<file path="src/design/nfp_pkg.sv">
// Shared types and constants for the flash pulse program/erase sequencer.
// Depends on nothing; used by every design file.
package nfp_pkg;

  localparam int unsigned AddrBits = 24;

  typedef logic [AddrBits-1:0] addr_t;

  // operation codes
  localparam logic [1:0] OpProgram  = 2'd0;
  localparam logic [1:0] OpErase    = 2'd1;
  localparam logic [1:0] OpResponse = 2'd2;

  // request kinds
  localparam logic [2:0] KindCmdWriteWord = 3'd0;
  localparam logic [2:0] KindCmdReadWord  = 3'd1;
  localparam logic [2:0] KindWriteByte    = 3'd2;
  localparam logic [2:0] KindCmdReadByte  = 3'd3;
  localparam logic [2:0] KindWait10ms     = 3'd4;
  localparam logic [2:0] KindByteMode     = 3'd5;
  localparam logic [2:0] KindFinished     = 3'd6;

  // status codes
  localparam logic [1:0] StatBusy = 2'd0;
  localparam logic [1:0] StatOk   = 2'd1;
  localparam logic [1:0] StatFail = 2'd2;

  // configuration register indexes
  localparam logic CfgProgramLimit = 1'b0;
  localparam logic CfgEraseLimit   = 1'b1;

  localparam logic [7:0]  ProgramLimitReset = 8'd25;
  localparam logic [15:0] EraseLimitReset   = 16'd1000;

  // flash command words
  localparam logic [15:0] CmdProgram = 16'h4040;
  localparam logic [15:0] CmdVerify  = 16'hc0c0;
  localparam logic [15:0] CmdReset   = 16'hffff;
  localparam logic [15:0] CmdErase   = 16'h0020;
  localparam logic [15:0] CmdEraseVf = 16'h00a0;
  localparam logic [15:0] MaskHiOnly = 16'hff00;
  localparam logic [15:0] MaskLoOnly = 16'h00ff;
  localparam logic [7:0]  ErasedByte = 8'hff;

  // sequencer phases
  localparam int unsigned PhaseBits = 4;
  localparam logic [PhaseBits-1:0] PhIdle      = 4'd0;
  localparam logic [PhaseBits-1:0] PhPRead     = 4'd1;
  localparam logic [PhaseBits-1:0] PhPWrite    = 4'd2;
  localparam logic [PhaseBits-1:0] PhPVerify   = 4'd3;
  localparam logic [PhaseBits-1:0] PhFailReset = 4'd4;
  localparam logic [PhaseBits-1:0] PhEReset0   = 4'd5;
  localparam logic [PhaseBits-1:0] PhEByteMode = 4'd6;
  localparam logic [PhaseBits-1:0] PhEErase1   = 4'd7;
  localparam logic [PhaseBits-1:0] PhEErase2   = 4'd8;
  localparam logic [PhaseBits-1:0] PhEWait     = 4'd9;
  localparam logic [PhaseBits-1:0] PhEVerify   = 4'd10;
  localparam logic [PhaseBits-1:0] PhENull     = 4'd11;
  localparam logic [PhaseBits-1:0] PhEResetEnd = 4'd12;

  typedef struct packed {
    logic [1:0]  operation;
    addr_t       address;
    addr_t       end_address;
    logic [15:0] value;
    logic        response_ok;
    logic [15:0] response_data;
  } in_item_t;

  typedef struct packed {
    logic [2:0]  request_kind;
    addr_t       request_address;
    logic [15:0] request_command;
    logic [15:0] request_data;
    logic [1:0]  status;
  } out_item_t;

  typedef struct packed {
    logic [PhaseBits-1:0] phase;
    addr_t                cur_addr;
    addr_t                first_addr;
    addr_t                stop_addr;
    logic [15:0]          target_word;
    logic [15:0]          byte_mask;
    logic [7:0]           prog_pulses;
    logic [15:0]          erase_pulses;
    logic                 erase_active;
  } seq_state_t;

  localparam seq_state_t StateReset = '{
    phase:        PhIdle,
    cur_addr:     '0,
    first_addr:   '0,
    stop_addr:    '0,
    target_word:  16'h0000,
    byte_mask:    16'hffff,
    prog_pulses:  8'd0,
    erase_pulses: 16'd0,
    erase_active: 1'b0
  };

endpackage

</file>
<file path="src/design/nor_flash_pulse_program_erase.sv">
// Top level of the quick-pulse program/erase sequencer for a NOR flash.
// Depends on nfp_pkg and nfp_step.
//
// Usage:
//  - Input channel (in_valid_i / in_ready_o / in_data_i) carries start
//    transfers (program a word, erase a range) and bus responses.
//  - Output channel (out_valid_o / out_ready_i / out_data_o) carries the
//    next bus request, or a finished marker with the job status.
//  - Each input transfer yields at most one output transfer. Starts always
//    yield one; responses while idle yield none.
//  - Latency: the request for an accepted transfer is in the output register
//    on the following cycle. Throughput: one transfer per cycle while the
//    output register is not stalled, as nfp_step is combinational.
//  - The output register decouples the sides: a new input transfer is taken
//    while a request waits, as long as the receiver takes it in the same
//    cycle or the register is empty. A stalled receiver holds in_ready_o low.
//  - Reset: sequencer idle, pulse limits back to 25 (program) and 1000
//    (erase), output register empty.
//  - Config writes (cfg_we_i) are registered; issue them only while idle.
module nor_flash_pulse_program_erase (
  input  logic                clk_i,
  input  logic                rst_ni,
  input  logic                cfg_we_i,
  input  logic                cfg_index_i,
  input  logic [15:0]         cfg_data_i,
  input  logic                in_valid_i,
  output logic                in_ready_o,
  input  nfp_pkg::in_item_t   in_data_i,
  output logic                out_valid_o,
  input  logic                out_ready_i,
  output nfp_pkg::out_item_t  out_data_o
);

  logic [7:0]          prog_limit_q;
  logic [15:0]         erase_limit_q;
  nfp_pkg::seq_state_t state_q, state_d;
  nfp_pkg::out_item_t  res_d, out_q;
  logic                emit;
  logic                out_valid_q;
  logic                in_xfer;

  // config registers
  always_ff @(posedge clk_i or negedge rst_ni) begin
    if (!rst_ni) begin
      prog_limit_q  <= nfp_pkg::ProgramLimitReset;
      erase_limit_q <= nfp_pkg::EraseLimitReset;
    end else if (cfg_we_i) begin
      case (cfg_index_i)
        nfp_pkg::CfgProgramLimit: prog_limit_q  <= cfg_data_i[7:0];
        nfp_pkg::CfgEraseLimit:   erase_limit_q <= cfg_data_i;
        default: begin
        end
      endcase
    end
  end

  // accept when the output register is empty or being drained this cycle
  assign in_ready_o = !out_valid_q || out_ready_i;
  assign in_xfer    = in_valid_i && in_ready_o;

  nfp_step u_step (
    .st_i          (state_q),
    .item_i        (in_data_i),
    .prog_limit_i  (prog_limit_q),
    .erase_limit_i (erase_limit_q),
    .st_o          (state_d),
    .res_o         (res_d),
    .emit_o        (emit)
  );

  always_ff @(posedge clk_i or negedge rst_ni) begin
    if (!rst_ni) begin
      state_q <= nfp_pkg::StateReset;
    end else if (in_xfer) begin
      state_q <= state_d;
    end
  end

  // output register
  always_ff @(posedge clk_i or negedge rst_ni) begin
    if (!rst_ni) begin
      out_valid_q <= 1'b0;
    end else if (in_xfer && emit) begin
      out_valid_q <= 1'b1;
    end else if (out_ready_i) begin
      out_valid_q <= 1'b0;
    end
  end

  always_ff @(posedge clk_i) begin
    if (in_xfer && emit) begin
      out_q <= res_d;
    end
  end

  assign out_valid_o = out_valid_q;
  assign out_data_o  = out_q;

endmodule

</file>
<file path="src/design/nfp_step.sv">
// Next-state and request logic for one transfer of the sequencer.
// Depends on nfp_pkg.
module nfp_step (
  input  nfp_pkg::seq_state_t st_i,
  input  nfp_pkg::in_item_t   item_i,
  input  logic [7:0]          prog_limit_i,
  input  logic [15:0]         erase_limit_i,
  output nfp_pkg::seq_state_t st_o,
  output nfp_pkg::out_item_t  res_o,
  output logic                emit_o
);

  typedef struct packed {
    nfp_pkg::seq_state_t st;
    nfp_pkg::out_item_t  res;
  } step_t;

  function automatic nfp_pkg::out_item_t mk(logic [2:0] kind, nfp_pkg::addr_t a,
                                            logic [15:0] cmd, logic [15:0] dat,
                                            logic [1:0] stat);
    nfp_pkg::out_item_t r;
    r.request_kind    = kind;
    r.request_address = a;
    r.request_command = cmd;
    r.request_data    = dat;
    r.status          = stat;
    return r;
  endfunction

  function automatic step_t reset_req(nfp_pkg::seq_state_t s,
                                      logic [nfp_pkg::PhaseBits-1:0] nxt);
    step_t r;
    r.st       = s;
    r.st.phase = nxt;
    r.res      = mk(nfp_pkg::KindCmdWriteWord, '0, nfp_pkg::CmdReset,
                    nfp_pkg::CmdReset, nfp_pkg::StatBusy);
    return r;
  endfunction

  function automatic step_t finish(nfp_pkg::seq_state_t s, logic ok);
    step_t r;
    r.st       = s;
    r.st.phase = nfp_pkg::PhIdle;
    r.res      = mk(nfp_pkg::KindFinished, '0, 16'h0000, 16'h0000,
                    ok ? nfp_pkg::StatOk : nfp_pkg::StatFail);
    return r;
  endfunction

  // next word of the zero fill, or byte mode once the range is done
  function automatic step_t zero_loop(nfp_pkg::seq_state_t s, nfp_pkg::addr_t a);
    step_t r;
    r.st          = s;
    r.st.cur_addr = a;
    if (a < s.stop_addr) begin
      r.st.target_word = 16'h0000;
      r.st.byte_mask   = 16'hffff;
      r.st.prog_pulses = 8'd0;
      r.st.phase       = nfp_pkg::PhPRead;
      r.res = mk(nfp_pkg::KindCmdReadWord, a, 16'h0000, 16'h0000, nfp_pkg::StatBusy);
    end else begin
      r.st.cur_addr = s.first_addr;
      r.st.phase    = nfp_pkg::PhEByteMode;
      r.res = mk(nfp_pkg::KindByteMode, '0, 16'h0000, 16'h0000, nfp_pkg::StatBusy);
    end
    return r;
  endfunction

  function automatic step_t null_write(nfp_pkg::seq_state_t s);
    step_t r;
    r.st       = s;
    r.st.phase = nfp_pkg::PhENull;
    r.res = mk(nfp_pkg::KindWriteByte, s.first_addr, 16'h0000, 16'h0000,
               nfp_pkg::StatBusy);
    return r;
  endfunction

  function automatic step_t erase_outer(nfp_pkg::seq_state_t s, logic [15:0] base,
                                        nfp_pkg::addr_t a, logic [15:0] lim);
    step_t       r;
    logic [15:0] cnt;
    cnt               = base + 16'd1;
    r.st              = s;
    r.st.cur_addr     = a;
    r.st.erase_pulses = cnt;
    if (cnt < lim && a < s.stop_addr) begin
      r.st.phase = nfp_pkg::PhEErase1;
      r.res = mk(nfp_pkg::KindWriteByte, a, 16'h0000, nfp_pkg::CmdErase,
                 nfp_pkg::StatBusy);
    end else begin
      r = null_write(r.st);
    end
    return r;
  endfunction

  function automatic step_t erase_inner(nfp_pkg::seq_state_t s, nfp_pkg::addr_t a,
                                        logic [15:0] lim);
    step_t r;
    r.st          = s;
    r.st.cur_addr = a;
    if (a < s.stop_addr) begin
      r.st.phase = nfp_pkg::PhEVerify;
      r.res = mk(nfp_pkg::KindCmdReadByte, a, nfp_pkg::CmdEraseVf, 16'h0000,
                 nfp_pkg::StatBusy);
    end else begin
      r = erase_outer(s, s.erase_pulses, a, lim);
    end
    return r;
  endfunction

  // read-back compare: done, one more masked pulse, or a fail reset at the pulse limit
  function automatic step_t prog_check(nfp_pkg::seq_state_t s, logic [15:0] seen,
                                       logic [7:0] lim);
    step_t       r;
    logic [7:0]  cnt;
    logic [15:0] msk;
    cnt  = s.prog_pulses + 8'd1;
    msk  = s.byte_mask;
    r.st = s;
    if (seen == s.target_word) begin
      if (s.erase_active) begin
        r = zero_loop(s, s.cur_addr + nfp_pkg::AddrBits'(2));
      end else begin
        r = finish(s, 1'b1);
      end
    end else begin
      r.st.prog_pulses = cnt;
      if (cnt < lim) begin
        if (seen[7:0] == s.target_word[7:0]) begin
          msk = msk & nfp_pkg::MaskHiOnly;
        end
        if (seen[15:8] == s.target_word[15:8]) begin
          msk = msk & nfp_pkg::MaskLoOnly;
        end
        r.st.byte_mask = msk;
        r.st.phase     = nfp_pkg::PhPWrite;
        r.res = mk(nfp_pkg::KindCmdWriteWord, s.cur_addr, nfp_pkg::CmdProgram & msk,
                   s.target_word, nfp_pkg::StatBusy);
      end else begin
        r = reset_req(r.st, nfp_pkg::PhFailReset);
      end
    end
    return r;
  endfunction

  step_t          nx;
  nfp_pkg::addr_t addr_inc;

  assign addr_inc = st_i.cur_addr + nfp_pkg::AddrBits'(1);

  always_comb begin
    nx.st  = st_i;
    nx.res = '0;
    emit_o = 1'b0;
    case (item_i.operation)
      nfp_pkg::OpProgram: begin
        nx.st.erase_active = 1'b0;
        nx.st.cur_addr     = item_i.address;
        nx.st.target_word  = item_i.value;
        nx.st.byte_mask    = 16'hffff;
        nx.st.prog_pulses  = 8'd0;
        nx.st.phase        = nfp_pkg::PhPRead;
        nx.res = mk(nfp_pkg::KindCmdReadWord, item_i.address, 16'h0000, 16'h0000,
                    nfp_pkg::StatBusy);
        emit_o = 1'b1;
      end
      nfp_pkg::OpErase: begin
        nx.st.erase_active = 1'b1;
        nx.st.first_addr   = item_i.address;
        nx.st.stop_addr    = item_i.end_address;
        nx.st.cur_addr     = item_i.address;
        nx.st.erase_pulses = 16'd0;
        nx = reset_req(nx.st, nfp_pkg::PhEReset0);
        emit_o = 1'b1;
      end
      nfp_pkg::OpResponse: begin
        emit_o = 1'b1;
        case (st_i.phase)
          nfp_pkg::PhPRead: begin
            if (!item_i.response_ok) nx = finish(st_i, 1'b0);
            else nx = prog_check(st_i, item_i.response_data, prog_limit_i);
          end
          nfp_pkg::PhPWrite: begin
            if (!item_i.response_ok) begin
              nx = reset_req(st_i, nfp_pkg::PhFailReset);
            end else begin
              nx.st.phase = nfp_pkg::PhPVerify;
              nx.res = mk(nfp_pkg::KindCmdReadWord, st_i.cur_addr,
                          nfp_pkg::CmdVerify & st_i.byte_mask, 16'h0000,
                          nfp_pkg::StatBusy);
            end
          end
          nfp_pkg::PhPVerify: begin
            if (!item_i.response_ok) nx = reset_req(st_i, nfp_pkg::PhFailReset);
            else nx = prog_check(st_i, item_i.response_data, prog_limit_i);
          end
          nfp_pkg::PhFailReset: begin
            nx = finish(st_i, 1'b0);
          end
          nfp_pkg::PhEReset0: begin
            if (!item_i.response_ok) nx = finish(st_i, 1'b0);
            else nx = zero_loop(st_i, st_i.cur_addr);
          end
          nfp_pkg::PhEByteMode: begin
            if (!item_i.response_ok) nx = reset_req(st_i, nfp_pkg::PhFailReset);
            else nx = erase_outer(st_i, 16'd0, st_i.cur_addr, erase_limit_i);
          end
          nfp_pkg::PhEErase1: begin
            if (!item_i.response_ok) begin
              nx = null_write(st_i);
            end else begin
              nx.st.phase = nfp_pkg::PhEErase2;
              nx.res = mk(nfp_pkg::KindWriteByte, st_i.cur_addr, 16'h0000,
                          nfp_pkg::CmdErase, nfp_pkg::StatBusy);
            end
          end
          nfp_pkg::PhEErase2: begin
            if (!item_i.response_ok) begin
              nx = null_write(st_i);
            end else begin
              nx.st.phase = nfp_pkg::PhEWait;
              nx.res = mk(nfp_pkg::KindWait10ms, '0, 16'h0000, 16'h0000,
                          nfp_pkg::StatBusy);
            end
          end
          nfp_pkg::PhEWait: begin
            nx = erase_inner(st_i, st_i.cur_addr, erase_limit_i);
          end
          nfp_pkg::PhEVerify: begin
            if (!item_i.response_ok ||
                item_i.response_data[7:0] != nfp_pkg::ErasedByte) begin
              nx = erase_outer(st_i, st_i.erase_pulses, st_i.cur_addr, erase_limit_i);
            end else begin
              nx = erase_inner(st_i, addr_inc, erase_limit_i);
            end
          end
          nfp_pkg::PhENull: begin
            nx = reset_req(st_i, nfp_pkg::PhEResetEnd);
          end
          nfp_pkg::PhEResetEnd: begin
            nx = finish(st_i, st_i.cur_addr == st_i.stop_addr);
          end
          default: begin
            // idle or an unused code: drop the response
            nx.st.phase = nfp_pkg::PhIdle;
            emit_o      = 1'b0;
          end
        endcase
      end
      default: begin
        // unused operation code: no effect
      end
    endcase
  end

  assign st_o  = nx.st;
  assign res_o = nx.res;

endmodule

</file>
<file path="config.mk">
export PLATFORM = sky130hd
export DESIGN_NAME = nor_flash_pulse_program_erase
export DESIGN_NICKNAME = d
export VERILOG_FILES = /design/src/design/nfp_pkg.sv /design/src/design/nor_flash_pulse_program_erase.sv /design/src/design/nfp_step.sv
export SDC_FILE = /design/constraint.sdc
export NUM_CORES = 1
export LEC_CHECK = 0
export ABC_AREA = 1
export ABC_CLOCK_PERIOD_IN_PS = 5650
export BUFFER_PORTS_ARGS = -buffer_cell sky130_fd_sc_hd__buf_4
export CORE_UTILIZATION = 35
export DETAILED_ROUTE_END_ITERATION = 12
export PLACE_DENSITY = 0.52
export REMOVE_ABC_BUFFERS = 1
export SYNTH_ARGS = -nofsm -noshare
export SYNTH_HDL_FRONTEND = slang
export SYNTH_HIERARCHICAL = 1
export SYNTH_SLANG_ARGS = --single-unit
</file>
<file path="constraint.sdc">
create_clock -name clk_i -period 5.65 [get_ports clk_i]
set_input_delay 0.2825 -clock clk_i [delete_from_list [all_inputs] [get_ports clk_i]]
set_output_delay 0.2825 -clock clk_i [all_outputs]
set_load 0.1 [all_outputs]
</file>
==> results.cfg <==
[power_and_ir_drop]
p_clk_frac = 0.255
vdd_drop_max_mv = 0.227
seqPwrFrac = 0.268
netSwitchingPower_w = 0.00372
swShare = 0.490
power.internal_w = 0.00387
cellPowerDensity_nw_per_um2 = 324
power_w = 0.00758
power_leakage_nw = 11.9
p_comb_frac = 0.477

[floorplan]
die_x_um = 243
pin_count = 168
core_um2 = 56800
die_y_um = 243
dieArea_um2 = 58900
num_rows = 87
start_util = 0.357

[critical_path]
crit_path_top_delay_cell = dfrtp_2
cp-start-kind = register
cpPeakStageDelay_ns = 0.59
cp-end-kind = register
worst_ep_required_time_ns = 6.12
cp.arrival_ns = 5.63
setup.worst_path.class = reg -> reg
crit_path_frequent_cell = nand2_1
cp_max_fo = 19

[clock_tree]
cts_tree = done
cts_buffers = 29
clk_path_buf_depth = 3
cts_max_level = 1
root_buffer = clkbuf_16
path_clk_slew_ns = 0.07
clk_latency_ns = 0.61
cts_sinks = 207

[sta]
relSlewSlack = 0.129
final-hold-violation-count = 0
fin_crit_ns = 5.16
finClkSkew_ns = 0.0337
finalCritPeriodShare = 0.913
finalSetupViolations = 0
fmaxAchievable_ghz = 0.194
worst_pin_slew_ns = 1.30
drv_slew = 0
grt_setup_unrepaired = false
holdWs_ns = 0.0131
final.setup.worst_slack_ns = 0.489

[placed_design]
post-place-ws_ns = 0.544
gp_congestion = 1.07
dp_hpwl_mm = 66.6
port_buffers = 167

[job]
cap_violations = 0

[route]
routedWlPerCell_um = 23.1
dr.pass1.iters = 6
drt_wl_total_mm = 96.9
drc = 0
dr_total_vias = 23700
drtIter0Drc = 2744
vias_per_cell = 5.66
detail-route-antenna-nets = 0

[synthesis]
netlist_instances = 3316
netlist_area_um2 = 20300
avgSynthCellArea_um2 = 6.12
yosys_warnings = 6

[global_route]
antenna_found_initial = 3
grt_max_degree = 97
grt_pass1_vias = 22200
grt-ovfl-total = 0
track_usage = 0.322
grt_pass1_wl_mm = 144

[layout]
nets = 3615
multiInputGateArea_um2 = 12500
fillCellCount = 6187
utilization = 0.412
drive_above_1_share = 0.108
areaGrowthSynthToFinish_pct = 15.4
seq_area_um2 = 5500

[outcome]
status = finished clean

[min_path]
min_path_type = in -> reg
==> final cells by class <==
class / count / share of cell area
tap: 756 / 0.0404
inverter: 331 / 0.0532
sequential: 207 / 0.235
multi-input combinational: 2562 / 0.536
clock buffer: 37 / 0.0335
clock inverter: 16 / 0.00807
timing repair buffer: 278 / 0.0943
antenna: 1 / 0.000107
==> layer usage <==
layer / wire [µm] / part of all wire / global-route usage / up-vias
li1: - / - / - / 10900
met1: 41500 / 0.43 / 0.445 / 11300
met2: 42500 / 0.44 / 0.501 / 1281
met3: 8740 / 0.090 / 0.0531 / 256
met4: 4080 / 0.042 / 0.119 / 2
met5: 13 / 0.00013 / 0 / -
==> layout by cell type (no fill, tap or decap), types with 11 or more instances in the layout <==
| cell | n |
|---|---|
| xor2_1 | 59 |
| o21ai_0 | 192 |
| nand3_1 | 444 |
| inv_1 | 310 |
| clkbuf_16 | 29 |
| a31oi_1 | 11 |
| dlygate4sd3_1 | 42 |
| a21oi_1 | 100 |
| edfxtp_1 | 61 |
| nor3_1 | 12 |
| dfrtp_1 | 132 |
| o31ai_1 | 21 |
| nor2_1 | 212 |
| nand2_1 | 1219 |
| inv_2 | 17 |
| o211ai_1 | 18 |
| nand4_1 | 48 |
| dfstp_2 | 13 |
| buf_4 | 234 |
| ha_1 | 100 |
| o21ai_1 | 16 |
| a22oi_1 | 18 |
| nor2_2 | 16 |
==> what timing repair did <==
item,4_1_cts,5_1_grt
buffers inserted,0,0
hold buffers,42,0
resized for setup,0,1
endpoints found under the setup margin,0,1
hold endpoints to repair,83,0
==> sequential cells by signal, indices dropped and copies added (netlist names) <==
signal         count
state_q          121
out_data_o        61
erase_limit_q     16
prog_limit_q       8
out_valid_o        1
==> power by group through the flow <==
stage | registers [W] | logic (W) | clock network, W
2_1_floorplan | 0.00216 | 0.00190 | 0
6_report | 0.00203 | 0.00362 | 0.00194
5_1_grt | 0.00206 | 0.00390 | 0.00202
3_3_place_gp | 0.00204 | 0.00346 | 0
3_5_place_dp | 0.00205 | 0.00348 | 0
4_1_cts | 0.00202 | 0.00352 | 0.00198
==> worst max-delay path: cells and delay by family, from the launching register on <==
family | cells | cell delay, ns
adders and majority gates | 2 | 0.64
DFF | 1 | 0.59
xor gates and xnor gates | 1 | 0.18
AOI/OAI and AO/OA | 1 | 0.07
buffers and inverters | 3 | 0.55
and+or+nand+nor | 18 | 2.97
==> path summary, 6_finish.rpt <==
kind,startpoint,end,slack [ns],cells after the start
hold reg to reg,erase_limit_q[8],erase_limit_q[8],0.47,2
hold / removal,in_data_i[23],state_q[47],0.01,5
max in group asynchronous,rst_ni,state_q[110],4.13,3
min in group asynchronous,rst_ni,state_q[97],0.20,2
setup reg to reg,state_q[106],state_q[113],0.49,25
setup / recovery,state_q[106],state_q[113],0.49,25
==> through the flow <==
step | std cells | setup TNS, ns | area [µm²]
global route | 4188 | 0 | 23400
finish | 4188 | 0 | 23400
floorplan | 3100 | -43.21 | 19200
global placement | 4092 | 0 | 22000
detailed placement | 4092 | 0 | 22000
CTS | 4187 | 0 | 23400
Note: power is estimated with default switching activity, not from simulation.
